--- src/hw/rtl/tfkc_pkg.sv ---
// ----------------------------------------------------------------------------
// tfkc_pkg
// Shared types and constants of the TTL key cache: field widths, register
// indexes, operation codes and the sequencer's state types.
// ----------------------------------------------------------------------------
`default_nettype none

package tfkc_pkg;

	localparam int KEY_IN_W = 16;
	localparam int TIME_W   = 32;
	localparam int OCC_W    = 5;
	localparam int MAX_W    = 5;
	localparam int CFG_AW   = 2;
	localparam int CFG_DW   = 32;
	localparam int IN_DW    = 48;
	localparam int OUT_DW   = 8;

	localparam logic [CFG_AW-1:0] CFG_ENABLE = 2'd0;
	localparam logic [CFG_AW-1:0] CFG_MAX    = 2'd1;
	localparam logic [CFG_AW-1:0] CFG_TTL    = 2'd2;

	localparam logic [MAX_W-1:0]  MAX_RESET    = 5'd16;
	localparam logic [TIME_W-1:0] TTL_RESET    = 32'd1000;

	localparam logic OP_LOOKUP = 1'b0;
	localparam logic OP_STORE  = 1'b1;

	typedef enum logic [1:0] {
		WK_EXPIRE,
		WK_STORE,
		WK_NOP
	} walk_kind_t;

	typedef enum logic [1:0] {
		WM_EXPIRE,
		WM_DEDUP,
		WM_SHIFT
	} walk_mode_t;

	typedef enum logic [1:0] {
		ST_IDLE,
		ST_WALK,
		ST_APPEND,
		ST_REPLY
	} walk_state_t;

	typedef struct packed {
		logic       start;
		walk_kind_t kind;
		logic       reply_ok;
	} walk_ctl_t;

	typedef struct packed {
		logic             done;
		logic             hit;
		logic [OCC_W-1:0] occ;
	} walk_rsp_t;

endpackage

`default_nettype wire

--- src/hw/rtl/tfkc_ram.sv ---
// ----------------------------------------------------------------------------
// tfkc_ram
// Generic simple dual-port RAM: one write port, one read port and registered
// read data.
// ----------------------------------------------------------------------------
`default_nettype none

module tfkc_ram #(
	parameter int WIDTH = 48,
	parameter int DEPTH = 16,
	parameter int AW    = (DEPTH > 1) ? $clog2(DEPTH) : 1
) (
	input  wire logic             clk,
	input  wire logic             wr_en,
	input  wire logic [AW-1:0]    wr_addr,
	input  wire logic [WIDTH-1:0] wr_data,
	input  wire logic [AW-1:0]    rd_addr,
	output logic      [WIDTH-1:0] rd_data
);

	logic [WIDTH-1:0] mem [DEPTH];

	always_ff @(posedge clk) begin
		if (wr_en) begin
			mem[wr_addr] <= wr_data;
		end
		rd_data <= mem[rd_addr];
	end

endmodule

`default_nettype wire

--- src/hw/rtl/tfkc_walk.sv ---
// ----------------------------------------------------------------------------
// tfkc_walk
// Entry sequencer: walks the entry RAM in insertion order, compacting it in
// place (expiry purge, same-key removal, oldest-entry eviction) and appends
// new entries.
// ----------------------------------------------------------------------------
`default_nettype none

module tfkc_walk #(
	parameter int CACHE_DEPTH = 16,
	parameter int KEY_BITS    = 16,
	parameter int CW          = $clog2(CACHE_DEPTH + 1)
) (
	input  wire logic                        clk,
	input  wire logic                        arst_n,
	input  wire tfkc_pkg::walk_ctl_t         ctl,
	input  wire logic [KEY_BITS-1:0]         key,
	input  wire logic [tfkc_pkg::TIME_W-1:0] tm,
	input  wire logic [CW-1:0]               cap,
	output tfkc_pkg::walk_rsp_t              rsp
);

	import tfkc_pkg::*;

	localparam int AW = (CACHE_DEPTH > 1) ? $clog2(CACHE_DEPTH) : 1;
	localparam int RW = KEY_BITS + TIME_W;

	walk_state_t         state_q, state_d;
	walk_mode_t          mode_q;
	logic [CW-1:0]       rd_ptr_q, wr_ptr_q, count_q, cap_q;
	logic                pend_s1;
	logic                hit_q;
	logic [KEY_BITS-1:0] key_q;
	logic [TIME_W-1:0]   tm_q;

	logic                ram_we;
	logic [AW-1:0]       ram_waddr;
	logic [RW-1:0]       ram_wdata, ram_rdata;
	logic [KEY_BITS-1:0] rd_key;
	logic [TIME_W-1:0]   rd_exp;
	logic                rd_more, walk_done, keep;
	logic [CW+OCC_W-1:0] count_ext;

	assign rd_key    = ram_rdata[RW-1:TIME_W];
	assign rd_exp    = ram_rdata[TIME_W-1:0];
	assign rd_more   = rd_ptr_q < count_q;
	assign walk_done = (state_q == ST_WALK) && !rd_more && !pend_s1;
	assign count_ext = {{OCC_W{1'b0}}, count_q};

	always_comb begin
		case (mode_q)
			WM_EXPIRE: keep = rd_exp > tm_q;
			WM_DEDUP:  keep = rd_key != key_q;
			WM_SHIFT:  keep = 1'b1;
			default:   keep = 1'b1;
		endcase
	end

	// next state
	always_comb begin
		state_d = state_q;
		case (state_q)
			ST_IDLE: begin
				if (ctl.start) begin
					state_d = (ctl.kind == WK_NOP) ? ST_REPLY : ST_WALK;
				end
			end
			ST_WALK: begin
				if (walk_done) begin
					case (mode_q)
						WM_EXPIRE: state_d = ST_REPLY;
						WM_DEDUP:  state_d = (wr_ptr_q >= cap_q) ? ST_WALK : ST_APPEND;
						WM_SHIFT:  state_d = ST_APPEND;
						default:   state_d = ST_REPLY;
					endcase
				end
			end
			ST_APPEND: state_d = ST_REPLY;
			ST_REPLY: begin
				if (ctl.reply_ok) begin
					state_d = ST_IDLE;
				end
			end
			default: state_d = ST_IDLE;
		endcase
	end

	// outputs: RAM write port and reply
	always_comb begin
		ram_we    = 1'b0;
		ram_waddr = wr_ptr_q[AW-1:0];
		ram_wdata = ram_rdata;
		rsp.done  = 1'b0;
		rsp.hit   = hit_q;
		rsp.occ   = count_ext[OCC_W-1:0];
		case (state_q)
			ST_WALK: begin
				ram_we = pend_s1 && keep;
			end
			ST_APPEND: begin
				ram_we    = 1'b1;
				ram_wdata = {key_q, tm_q};
			end
			ST_REPLY: begin
				rsp.done = ctl.reply_ok;
			end
			default: begin
				ram_we = 1'b0;
			end
		endcase
	end

	always_ff @(posedge clk or negedge arst_n) begin
		if (!arst_n) begin
			state_q  <= ST_IDLE;
			mode_q   <= WM_EXPIRE;
			rd_ptr_q <= '0;
			wr_ptr_q <= '0;
			count_q  <= '0;
			pend_s1  <= 1'b0;
			hit_q    <= 1'b0;
		end else begin
			state_q <= state_d;
			pend_s1 <= (state_q == ST_WALK) && rd_more;
			case (state_q)
				ST_IDLE: begin
					if (ctl.start) begin
						mode_q   <= (ctl.kind == WK_EXPIRE) ? WM_EXPIRE : WM_DEDUP;
						rd_ptr_q <= '0;
						wr_ptr_q <= '0;
						hit_q    <= 1'b0;
					end
				end
				ST_WALK: begin
					if (rd_more) begin
						rd_ptr_q <= rd_ptr_q + 1'b1;
					end
					if (pend_s1 && keep) begin
						wr_ptr_q <= wr_ptr_q + 1'b1;
						if (mode_q == WM_EXPIRE && rd_key == key_q) begin
							hit_q <= 1'b1;
						end
					end
					if (walk_done) begin
						count_q <= wr_ptr_q;
						// evict oldest survivors so that the new entry fits
						if (mode_q == WM_DEDUP && wr_ptr_q >= cap_q) begin
							mode_q   <= WM_SHIFT;
							rd_ptr_q <= wr_ptr_q - cap_q + 1'b1;
							wr_ptr_q <= '0;
						end
					end
				end
				ST_APPEND: begin
					count_q <= wr_ptr_q + 1'b1;
				end
				default: begin
					hit_q <= hit_q;
				end
			endcase
		end
	end

	always_ff @(posedge clk) begin
		if (state_q == ST_IDLE && ctl.start) begin
			key_q <= key;
			tm_q  <= tm;
			cap_q <= cap;
		end
	end

	tfkc_ram #(
		.WIDTH (RW),
		.DEPTH (CACHE_DEPTH),
		.AW    (AW)
	) u_ram (
		.clk     (clk),
		.wr_en   (ram_we),
		.wr_addr (ram_waddr),
		.wr_data (ram_wdata),
		.rd_addr (rd_ptr_q[AW-1:0]),
		.rd_data (ram_rdata)
	);

	// compaction writes never overtake the read pointer
	a_wr_behind_rd: assert property (@(posedge clk) disable iff (!arst_n)
		(state_q == ST_WALK && pend_s1) |-> (wr_ptr_q < rd_ptr_q))
		else $error("write pointer reached read pointer");

	a_count_bound: assert property (@(posedge clk) disable iff (!arst_n)
		count_q <= CW'(CACHE_DEPTH))
		else $error("entry count above depth");

	a_append_room: assert property (@(posedge clk) disable iff (!arst_n)
		(state_q == ST_APPEND) |-> (wr_ptr_q < cap_q))
		else $error("append with no room below capacity");

	a_done_ok: assert property (@(posedge clk) disable iff (!arst_n)
		rsp.done |-> (ctl.reply_ok && state_q == ST_REPLY))
		else $error("reply issued with output slot busy");

endmodule

`default_nettype wire

--- src/hw/rtl/ttl_fifo_key_cache.sv ---
// ----------------------------------------------------------------------------
// ttl_fifo_key_cache
// Key-only cache with time-to-live expiry, held as an insertion-ordered list
// of (key, expiry) pairs in one RAM.
//
//   channel  | dir | handshake                   | payload
//   ---------+-----+-----------------------------+------------------------------
//   s_axis   | in  | s_axis_tvalid/s_axis_tready | tdata key,now; tuser operation
//   m_axis   | out | m_axis_tvalid/m_axis_tready | tdata hit,occupancy
//   cfg      | in  | cfg_we                      | cfg_addr, cfg_wdata
//
// A lookup reads each of the n entries held once from the RAM, then replies;
// an enabled store walks them the same way and then appends, after a second
// pass when surviving entries must be shifted down to evict the oldest. The single
// read port of the entry RAM sets this pace; one item is in work at a time.
// The next word is accepted while a result still waits on m_axis.
// Reset empties the cache at once (entry count cleared, no RAM pass).
// ----------------------------------------------------------------------------
`default_nettype none

module ttl_fifo_key_cache #(
	parameter int CACHE_DEPTH = 16,
	parameter int KEY_BITS    = 16
) (
	input  wire logic                        clk,
	input  wire logic                        arst_n,
	input  wire logic                        s_axis_tvalid,
	output logic                             s_axis_tready,
	input  wire logic [tfkc_pkg::IN_DW-1:0]  s_axis_tdata,   // key[15:0], now[47:16]
	input  wire logic                        s_axis_tuser,   // operation
	output logic                             m_axis_tvalid,
	input  wire logic                        m_axis_tready,
	output logic      [tfkc_pkg::OUT_DW-1:0] m_axis_tdata,   // hit[0], occupancy[5:1]
	input  wire logic                        cfg_we,
	input  wire logic [tfkc_pkg::CFG_AW-1:0] cfg_addr,
	input  wire logic [tfkc_pkg::CFG_DW-1:0] cfg_wdata
);

	import tfkc_pkg::*;

	localparam int CW = $clog2(CACHE_DEPTH + 1);

	logic                    en_q;
	logic [MAX_W-1:0]        max_q;
	logic [TIME_W-1:0]       ttl_q;
	logic                    busy_q;
	logic                    start_s1;
	walk_kind_t              kind_s1;
	logic [KEY_BITS-1:0]     key_s1;
	logic [TIME_W-1:0]       tm_s1;
	logic                    out_valid_q;
	logic                    out_hit_q;
	logic [OCC_W-1:0]        out_occ_q;

	logic                    in_acc;
	logic [KEY_IN_W-1:0]     in_key;
	logic [TIME_W-1:0]       in_now;
	logic [KEY_BITS+KEY_IN_W-1:0] key_ext;
	logic [TIME_W:0]         exp_sum;
	logic [TIME_W-1:0]       exp_sat;
	logic [CW-1:0]           cap;
	walk_ctl_t               ctl;
	walk_rsp_t               rsp;

	assign in_key  = s_axis_tdata[KEY_IN_W-1:0];
	assign in_now  = s_axis_tdata[KEY_IN_W+TIME_W-1:KEY_IN_W];
	assign key_ext = {{KEY_BITS{1'b0}}, in_key};
	assign exp_sum = {1'b0, in_now} + {1'b0, ttl_q};
	assign exp_sat = exp_sum[TIME_W] ? {TIME_W{1'b1}} : exp_sum[TIME_W-1:0];

	assign s_axis_tready = !busy_q;
	assign in_acc        = s_axis_tvalid && s_axis_tready;

	// clamp capacity into 1 .. depth
	always_comb begin
		if (max_q == '0) begin
			cap = CW'(1);
		end else if (int'(max_q) > CACHE_DEPTH) begin
			cap = CW'(CACHE_DEPTH);
		end else begin
			cap = CW'(max_q);
		end
	end

	assign ctl.start    = start_s1;
	assign ctl.kind     = kind_s1;
	assign ctl.reply_ok = !out_valid_q || m_axis_tready;

	always_ff @(posedge clk or negedge arst_n) begin
		if (!arst_n) begin
			en_q  <= 1'b1;
			max_q <= MAX_RESET;
			ttl_q <= TTL_RESET;
		end else if (cfg_we) begin
			case (cfg_addr)
				CFG_ENABLE: en_q  <= cfg_wdata[0];
				CFG_MAX:    max_q <= cfg_wdata[MAX_W-1:0];
				CFG_TTL:    ttl_q <= cfg_wdata[TIME_W-1:0];
				default:    en_q  <= en_q;
			endcase
		end
	end

	always_ff @(posedge clk or negedge arst_n) begin
		if (!arst_n) begin
			busy_q      <= 1'b0;
			start_s1    <= 1'b0;
			kind_s1     <= WK_NOP;
			out_valid_q <= 1'b0;
		end else begin
			start_s1 <= in_acc;
			if (in_acc) begin
				busy_q <= 1'b1;
				if (s_axis_tuser == OP_LOOKUP) begin
					kind_s1 <= WK_EXPIRE;
				end else begin
					kind_s1 <= en_q ? WK_STORE : WK_NOP;
				end
			end else if (rsp.done) begin
				busy_q <= 1'b0;
			end
			if (rsp.done) begin
				out_valid_q <= 1'b1;
			end else if (m_axis_tready) begin
				out_valid_q <= 1'b0;
			end
		end
	end

	always_ff @(posedge clk) begin
		if (in_acc) begin
			key_s1 <= key_ext[KEY_BITS-1:0];
			tm_s1  <= (s_axis_tuser == OP_STORE) ? exp_sat : in_now;
		end
		if (rsp.done) begin
			out_hit_q <= rsp.hit;
			out_occ_q <= rsp.occ;
		end
	end

	tfkc_walk #(
		.CACHE_DEPTH (CACHE_DEPTH),
		.KEY_BITS    (KEY_BITS),
		.CW          (CW)
	) u_walk (
		.clk    (clk),
		.arst_n (arst_n),
		.ctl    (ctl),
		.key    (key_s1),
		.tm     (tm_s1),
		.cap    (cap),
		.rsp    (rsp)
	);

	assign m_axis_tvalid = out_valid_q;
	assign m_axis_tdata  = {{(OUT_DW-OCC_W-1){1'b0}}, out_occ_q, out_hit_q};

	// one result per accepted word: never accept while an item is in work
	a_one_in_flight: assert property (@(posedge clk) disable iff (!arst_n)
		in_acc |=> !s_axis_tready)
		else $error("second word accepted while busy");

	a_done_when_busy: assert property (@(posedge clk) disable iff (!arst_n)
		rsp.done |-> busy_q)
		else $error("reply without an item in work");

	a_store_no_hit: assert property (@(posedge clk) disable iff (!arst_n)
		(rsp.done && kind_s1 != WK_EXPIRE) |-> !rsp.hit)
		else $error("store reported a hit");

endmodule

`default_nettype wire

--- config.mk ---
export PLATFORM = sky130hd
export DESIGN_NAME = ttl_fifo_key_cache
export DESIGN_NICKNAME = d
export VERILOG_FILES = /design/src/hw/rtl/tfkc_pkg.sv /design/src/hw/rtl/tfkc_ram.sv /design/src/hw/rtl/tfkc_walk.sv /design/src/hw/rtl/ttl_fifo_key_cache.sv
export SDC_FILE = /design/constraint.sdc
export NUM_CORES = 1
export LEC_CHECK = 0
export BUFFER_PORTS_ARGS = -buffer_cell sky130_fd_sc_hd__buf_2
export CAP_MARGIN = 15
export CORE_ASPECT_RATIO = 1.4
export CORE_MARGIN = 8
export CORE_UTILIZATION = 55
export CTS_CLUSTER_DIAMETER = 200
export CTS_CLUSTER_SIZE = 40
export DETAILED_ROUTE_END_ITERATION = 10
export PLACE_DENSITY = 0.76
export SLEW_MARGIN = 20
export SYNTH_ARGS = -nofsm -noshare
export SYNTH_HDL_FRONTEND = slang
export SYNTH_SLANG_ARGS = --single-unit
--- constraint.sdc ---
create_clock -name clk -period 16.2 [get_ports clk]
set_input_delay 0 -clock clk [delete_from_list [all_inputs] [get_ports clk]]
set_output_delay 0 -clock clk [all_outputs]
set_load 0.02 [all_outputs]
# Yosys cells after proc, flatten, opt, wreduce, memory -nomap -nowiden

Memory sizes are Yosys's and may differ from the RTL's. A register that Yosys moved wholly into a read port is not among the register bits.
Cells that the tools add are included.

Output and inout port bits: 10
Memories: 1
Bits in registers: 171
Bits in writable memories: 768
Logic and storage cells: 121
Input port bits: 88

Memories:

| name             | depth | bits a word | rd ports | clocked after memory_dff | wr ports | RTL line       | text |
|---|---|---|---|---|---|---|---|
| u_walk.u_ram.mem | 16    | 48          | 1        | 1                        | 1        | tfkc_ram.sv:21 | `logic [WIDTH-1:0] mem [DEPTH];` |

$add $sub $neg: 5
Reductions and logical operators: 31
Equality and inequality tests: 16
Magnitude comparators: 4
Multiplexer cells: 42

Operators by type and width:

| kind                                                             | number |
|---|---|
| 32-bit two-way mux                                               | 2 |
| 48-bit two-way mux                                               | 1 |
| 5-bit two-way mux                                                | 9 |
| 32-bit by 32-bit adder with 33-bit output                        | 1 |
| 32-bit > comparator                                              | 1 |
| 5-bit one-hot mux with 2 select lines                            | 3 |
| 2-bit two-way mux                                                | 10 |
| 16-bit == test                                                   | 1 |
| 16-bit inequality test                                           | 1 |
| 5-bit by 1-bit adder with 5-bit output (second input constant)   | 3 |
| 1-bit two-way mux                                                | 11 |
| 2-bit == test (second input constant)                            | 5 |
| 2-bit AND reduction                                              | 5 |
| 1-bit logical AND                                                | 8 |
| 2-bit logical NOT                                                | 4 |
| 2-bit inequality test (second input constant)                    | 4 |
| 2-bit one-hot mux with 2 select lines                            | 2 |
| 2-bit one-hot mux with 4 select lines                            | 1 |
| 4-bit AND reduction                                              | 2 |
| 2-bit nonzero test                                               | 4 |
| 2-bit by 1-bit == test with 1-bit output (second input constant) | 3 |
| 1-bit one-hot mux with 2 select lines                            | 3 |
| 5-bit greater-or-equal comparator                                | 1 |
| 5-bit > comparator (second input constant)                       | 1 |
| 8 further kinds                                                  | 12 |

# Longest topological paths before layout

Gate-level depths: netlist of the first run.

Depth after elaboration: 7
Mapped depth: 12
Depth with buffers taken out: 11

# Modules after synthesis

A second synthesis of the first run with hierarchy kept.

Cells, all modules: 2186
Area total of the unflattened synthesis: 40216.1 sq um

Modules (own cells, without submodules):

| module             | cells an instance | times used | seq. area each (sq um) | area each (sq um) |
|---|---|---|---|---|
| tfkc_ram           | 1242              | 1          | 24023.0                | 29691.0 |
| ttl_fifo_key_cache | 511               | 1          | 2708.8                 | 5685.5 |
| tfkc_walk          | 433               | 1          | 2117.0                 | 4839.6 |

# Worst setup path after synthesis of the first run

OpenSTA, ideal clock, no wires.

Path type: reg2reg
Start: register u_walk.tm_q[23]
End: memory u_walk.u_ram.mem[0][0], enable pin
Clock period less this slack: 7.001 ns
Buffers on the path: 2
Stages on the path, launching flop included: 13
Data arrival time: 6.428 ns
Slack: 9.199 ns
Required time: 15.627 ns
Setup time: 0.573 ns
Cell sequence: edfxtp_1 > inv_1 > ha_1 > and2_1 > nand3_1 > nor4_1 > nand4_1 > a31oi_1 > or2_1 > buf_6 > a21oi_4 > buf_6 > nor4_1

Cells in the longest elaborated chain, start to end: 6

Ends and longest elaborated chain:

| element                                 | RTL line         | text |
|---|---|---|
| start, declared                         | tfkc_walk.sv:34  | `logic [TIME_W-1:0] tm_q;` |
| start signal, assigned                  | tfkc_walk.sv:167 | `tm_q <= tm;` |
| 32-bit > comparator                     | tfkc_walk.sv:52  | `WM_EXPIRE: keep = rd_exp > tm_q;` |
| 1-bit one-hot mux with 2 select lines   | tfkc_walk.sv:51  | `case (mode_q)` |
| 1-bit logical AND                       | tfkc_walk.sv:98  | `ram_we = pend_s1 && keep;` |
| 1-bit one-hot mux with 2 select lines   | tfkc_walk.sv:96  | `case (state_q)` |
| 1-bit two-way mux                       | tfkc_ram.sv:24   | `if (wr_en) begin` |
| 1-bit two-way mux (implied by the code) | tfkc_ram.sv:25   | `mem[wr_addr] <= wr_data;` |
| end, declared                           | tfkc_ram.sv:21   |  |

No other way between the ends.

# Worst setup path after layout of the first run

Start: register u_walk.tm_q[9]
End: memory u_walk.u_ram.mem[8][19], enable pin

The elaborated chain is that of the path after synthesis.

==> results of run 1 <==
==> through the flow <==
stage,power [mW],area [sq um],cells,util
6_report,6.642,43360,3178,0.5996
5_1_grt,6.915,43360,3178,0.5996
2_1_floorplan,5.005,39970,2048,-
3_5_place_dp,5.647,41640,3038,0.5759
3_3_place_gp,5.566,41640,3038,0.5759
4_1_cts,6.677,43350,3178,0.5994
==> per-layer routing <==
layer,vias up,share of wire,global-route usage,routed length [um]
li1,8526,-,-,-
met1,10300,0.38,0.2550,32100
met2,673,0.54,0.3805,45840
met3,98,0.050,0.01847,4262
met4,0,0.026,0.05446,2209
met5,-,0,0,0
==> flip-flops by register name (all words and copies together), names as in the netlist, 16 cells and up <==
signal and flops:
key_s1 16, u_walk.u_ram.rd_data 48, u_walk.u_ram.mem 768, ttl_q 32, u_walk.tm_q 32, tm_s1 32
u_walk.key_q 16
==> worst max-delay path by stage <==
stage | from | endpoint | depth (start not counted)
2_1_floorplan | u_walk.tm_q[23] | u_walk.u_ram.mem[0][0] | 12
3_3_place_gp | u_walk.key_q[0] | u_walk.u_ram.mem[14][8] | 9
3_5_place_dp | u_walk.tm_q[9] | u_walk.u_ram.mem[13][5] | 10
4_1_cts | u_walk.tm_q[9] | u_walk.u_ram.mem[13][20] | 10
5_1_grt | u_walk.tm_q[11] | u_walk.u_ram.mem[14][18] | 10
6_report | u_walk.tm_q[9] | u_walk.u_ram.mem[8][19] | 10
==> report_power, final <==
part / total [mW] / leakage [nW] / internal [mW] / switching [mW]
clock network: 1.04 / 0.390 / 0.347 / 0.692
registers: 3.57 / 9.06 / 3.40 / 0.170
logic: 2.04 / 4.70 / 0.854 / 1.18
==> cells by family (layout without fill, tap and decap cells) <==
group,after synthesis,in the layout,synth area share
flip-flops,987,987,0.7218
adder cells (fa/ha/maj),95,95,0.03030
AO/OA/AOI/OAI,214,214,0.03456
other,1,2,0.00009382
AND/OR/NAND/NOR,201,201,0.02520
multiplexers,330,330,0.1605
XOR/XNOR,49,49,0.01074
buffers and inverters,170,348,0.01687
==> cells in the final DEF (no fill, tap or decap), types with 4 or more instances in the layout <==
| master | instances |
|---|---|
| edfxtp_1 | 875 |
| mux4_2 | 240 |
| buf_2 | 95 |
| ha_1 | 91 |
| dlygate4sd3_1 | 88 |
| mux2_2 | 86 |
| inv_1 | 80 |
| a21oi_1 | 72 |
| nor2_1 | 54 |
| dfrtp_1 | 51 |
| dfxtp_1 | 48 |
| nand2_1 | 39 |
| o21ai_0 | 39 |
| xnor2_1 | 36 |
| clkbuf_16 | 29 |
| buf_4 | 29 |
| a21o_1 | 26 |
| clkbuf_1 | 22 |
| nand4_1 | 21 |
| nand3_1 | 16 |
| xor2_1 | 13 |
| nand2b_1 | 10 |
| nor3_2 | 10 |
| dfstp_2 | 9 |
| a31oi_1 | 8 |
| o21a_1 | 7 |
| nor3_1 | 7 |
| o21bai_1 | 7 |
| and2_1 | 7 |
| o211ai_1 | 6 |
| and3_1 | 5 |
| a211oi_1 | 5 |
| nor4_2 | 5 |
| nor2b_1 | 4 |
| nor4_1 | 4 |
| mux2i_1 | 4 |
==> worst max-delay path: cells and delay by family, from the launching register on <==
kind            cells  cell delay [ps]
flops               1              370
compound gates      3             1020
buf+inv             2              730
simple gates        4             1800
fa+ha+maj           1              280
==> cell type report <==
cell class | count | area [sq um]
Fill cell | 5067 | 28960
Sequential cell | 987 | 28860
Multi-Input combinational cell | 891 | 10560
Timing Repair Buffer | 214 | 1614
Tap cell | 952 | 1191
Clock buffer | 51 | 808.3
Inverter | 82 | 307.8
Clock inverter | 1 | 16.27
==> results.cfg, run 1 <==
[worst_setup_path]
required_ps = 16490
reg2reg_from = u_walk.tm_q[9]
arrival_ps = 4950
critPathMaxFanout = 37
critPathKind = flip-flop to flip-flop
ff2ff_setup_slack_ps = 11540
crit_slowest_cell = nor3_2
max_stage_delay_ps = 940
cp_cell_sequence = inv_1 > ha_1 > nand4_1 > nor3_1 > o21ai_0 > a31oi_1 > or2_1 > a21oi_4 > nor3_2 > buf_4
rr_endpoint = u_walk.u_ram.mem[8][19]
reg2regPathDepth = 10
critPathLaunchType = flip-flop
worst_setup_path_end_kind = flip-flop

[global_route]
grt_pass1_wl_um = 127900
grt_usage = 0.2046
antenna_found_initial = 1
grt_pass1_vias = 20760
grt_overflow = 0
grt_max_degree = 154

[synth]
synthTopCellsByCount = edfxtp_1, mux4_2, ha_1, mux2_2, inv_1
synth_flop_cell = edfxtp_1
synthArstFlopShare = 0.06484
synth_top_area_share = 0.6574
synth_area_leaders = edfxtp_1, mux4_2, dfrtp_1
yosysTopAreaCell = edfxtp_1
synth_area_sq_mm = 0.03997
yosysMostFrequentCell = edfxtp_1
seq_area_frac_synth = 0.7218
synth_edf_count = 875
synth_cells = 2047
yosysWarnings = 0
ys_types = 71
syn_avg_cell_area_sq_um = 19.53
ys_ff_latch = 987

[placed_design]
gp_congestion = 0.9218
dp_slack_ps = 11500
hpwl_um = 50740
io_buffers = 95

[routing]
final_antenna_net_count = 0
drt-wirelength-per-cell_um = 26.56
num_vias = 19600
wl_um = 84420
drc = 0
via_per_inst = 6.166
drt-initial-drc-count = 1890
drtPass1Iterations = 5

[timing]
hold_viol_final = 0
relSlewSlack = 0.2678
finalCritPeriodShare = 0.2878
skew_ps = 29.16
rsz0062_at_grt = no
slew_violations = 0
min_period_ps = 4663
worst_slack_ps = 11540
hold_ws_ps = 60.80
finalSetupViolations = 0
fmax_mhz = 214.5
tns_ps = 0
tightestPinTransition_ps = 1092

[cells_and_area]
num-nets-final = 2387
areaGrowthSynthToFinish_pct = 8.486
drive_gt1_frac = 0.2358
n_antenna_cell = 0

[pwr]
powerDensity_mw_per_mm2 = 153.2
peakVddDrop_mv = 0.1341
leakage_nw = 14.15

[clocking]
clk_pin_slew_ps = 140
cts_made_buffers = 28
cts_buffer_depth = 3
cts_setup_buffers = 0
cts_root_buffer = clkbuf_16
htree_num_levels = 1
tritoncts = done
cts_resized = 0
cts_hold_buf = 88
numClockSinks = 987
clock_latency_ps = 660

[outcome]
status = completed

[min_path]
hold-path-endpoint = key_s1[6]
hold_depth = 2
hold_path.class = primary input to flip-flop
hp-start = s_axis_tdata[6]

[floorplan]
dieHeight_um = 335.0
die_area_sq_mm = 0.08168
io_pins = 98
rows = 117
die_w_um = 243.8
start_util = 0.5527
core_area_sq_mm = 0.07232

[flow_run]
max_cap_violations = 0
No activity file was read; power rests on OpenSTA's default activity.
==> inputs of run 2 (changes only) <==
Clock period 16.2 ns to 4.3 ns, I/O delays scaled along.
==> results.cfg, run 2 (synthesis results as in run 1) <==
[clocking]
clk_pin_slew_ps = 140
cts_setup_buffers = 0
cts_buffer_depth = 3
cts_root_buffer = clkbuf_16
htree_num_levels = 1
numClockSinks = 987
tritoncts = done
clock_latency_ps = 660
cts_made_buffers = 28

[global_route]
use_met2 = 0.3876
grt_max_degree = 156
grt_use_met1 = 0.2620
grt_usage = 0.2093
grt_overflow = 0
grt_pass1_vias = 21010
antenna_found_initial = 4
grt_pass1_wl_um = 130300
met3_usage = 0.02062
grt.busiest_layer = met2

[worst_setup_path]
critPathLaunchType = flip-flop
max_stage_delay_ps = 700
worst_setup_path_end_kind = flip-flop
crit_slowest_cell = nor3_2
critPathKind = flip-flop to flip-flop
required_ps = 4660
critPathMaxFanout = 16
cp_cell_sequence = inv_1 > ha_1 > nand4_1 > nor3_1 > o21ai_0 > a31oi_1 > or2_1 > a21oi_4 > buf_12 > nor3_2 > buf_4
arrival_ps = 4000

[floorplan]
die_area_sq_mm = 0.08168
die_w_um = 243.8
io_pins = 98
start_util = 0.5527
core_area_sq_mm = 0.07232
rows = 117
dieHeight_um = 335.0

[cells_and_area]
reg_top3 = u_walk.u_ram.mem: 768 flops, u_walk.u_ram.rd_data: 48 flops
largest_reg_flops = 768
drive_gt1_frac = 0.2477
layout_common_cells = edfxtp_1, mux4_2, buf_2, ha_1, dlygate4sd3_1
num-nets-final = 2422
design_area_sq_mm = 0.04401
largest_register = u_walk.u_ram.mem
final_common_cell = edfxtp_1
areaGrowthSynthToFinish_pct = 10.12

[timing]
relSlewSlack = 0.2910
worst_slack_ps = 666.1
finalSetupViolations = 0
min_period_ps = 3634
slew_violations = 0
fmax_mhz = 275.2
tightestPinTransition_ps = 1064
skew_ps = 34.97
hold_viol_final = 0
rsz0062_at_grt = no
finalCritPeriodShare = 0.8451

[placed_design]
place_area_sq_mm = 0.04231
gp_congestion = 0.9137
hpwl_um = 55000
io_buffers = 95
dp_slack_ps = 589.1

[min_path]
hold_path.class = primary input to flip-flop

[routing]
via_per_inst = 6.153
num_vias = 19780
drc = 0
final_antenna_net_count = 0
drt-wirelength-per-cell_um = 26.77
wl_um = 86040
drtPass1Iterations = 6
drt-initial-drc-count = 1804

[pwr]
peakVddDrop_mv = 0.3610
powerDensity_mw_per_mm2 = 575.2
netSwitchingFraction = 0.3136
leakage_nw = 14.40
seqPwrFrac = 0.529
combPwrFrac = 0.317
clockPowerShare = 0.154
p_int_mw = 17.38
power_switching_mw = 7.938

[outcome]
status = completed

[flow_run]
max_cap_violations = 0
## run 2: critical path: cells and delay by family (launching register included)
| family | cells | cell delay (ps) |
|---|---|---|
| compound gates | 3 | 700 |
| simple gates | 4 | 1440 |
| fa+ha+maj | 1 | 290 |
| buf+inv | 3 | 530 |
| flops | 1 | 370 |
## run 2: through the flow
| stage | utilization | TNS (ps) | hold slack [ps] | instances | power [mW] |
|---|---|---|---|---|---|
| finish | 0.6086 | 0 | 49.91 | 3214 | 25.32 |
| global route | 0.6086 | 0 | 49.39 | 3213 | 26.37 |
| CTS | 0.6085 | 0 | 25.28 | 3213 | 25.49 |
| detailed placement | 0.5851 | 0 | 179.0 | 3073 | 21.58 |
| global placement | 0.5851 | 0 | 183.1 | 3073 | 21.26 |
| floorplan | - | -913000 | -295.6 | 2048 | 18.85 |
## run 2: cell type report
type | instances | area (sq um)
Multi-Input combinational cell | 891 | 10580
Tap cell | 952 | 1191
Fill cell | 5024 | 28300
Timing Repair Buffer | 249 | 2252
Sequential cell | 987 | 28860
Clock buffer | 50 | 783.3
Inverter | 82 | 307.8
Antenna cell | 1 | 2.502
Clock inverter | 2 | 32.53
## run 2: repair_timing
| item | CTS | global route |
|---|---|---|
| hold endpoints to repair | 156 | 0 |
| gates resized for setup | 0 | 0 |
| hold buffers | 88 | 0 |
## run 2: final timing paths
check                                       from                  endpoint  slack [ps]  depth (start not counted)
worst max-delay path              u_walk.tm_q[9]  u_walk.u_ram.mem[14][36]         670                         11
worst min-delay path            s_axis_tdata[14]                key_s1[14]          50                          2
worst max register to register    u_walk.tm_q[9]  u_walk.u_ram.mem[14][36]         670                         11
worst min register to register         tm_s1[17]           u_walk.tm_q[17]         440                          0
max in group asynchronous                 arst_n        u_walk.rd_ptr_q[0]        3590                          3
min in group asynchronous                 arst_n                    busy_q          90                          3
## run 2: power groups by stage
| stage | clock [mW] | sequential (mW) | combinational, mW |
|---|---|---|---|
| floorplan | 0 | 13.3 | 5.58 |
| global placement | 0 | 13.6 | 7.71 |
| detailed placement | 0 | 13.6 | 7.97 |
| CTS | 3.98 | 13.4 | 8.10 |
| global route | 4.26 | 13.5 | 8.63 |
| finish | 3.90 | 13.4 | 8.03 |
## run 2: layer usage
layer  part of all wire  wire length (um)
met3              0.054              4668
met5                  0                 0
met2               0.54             46650
met1               0.38             32580
met4              0.025              2141
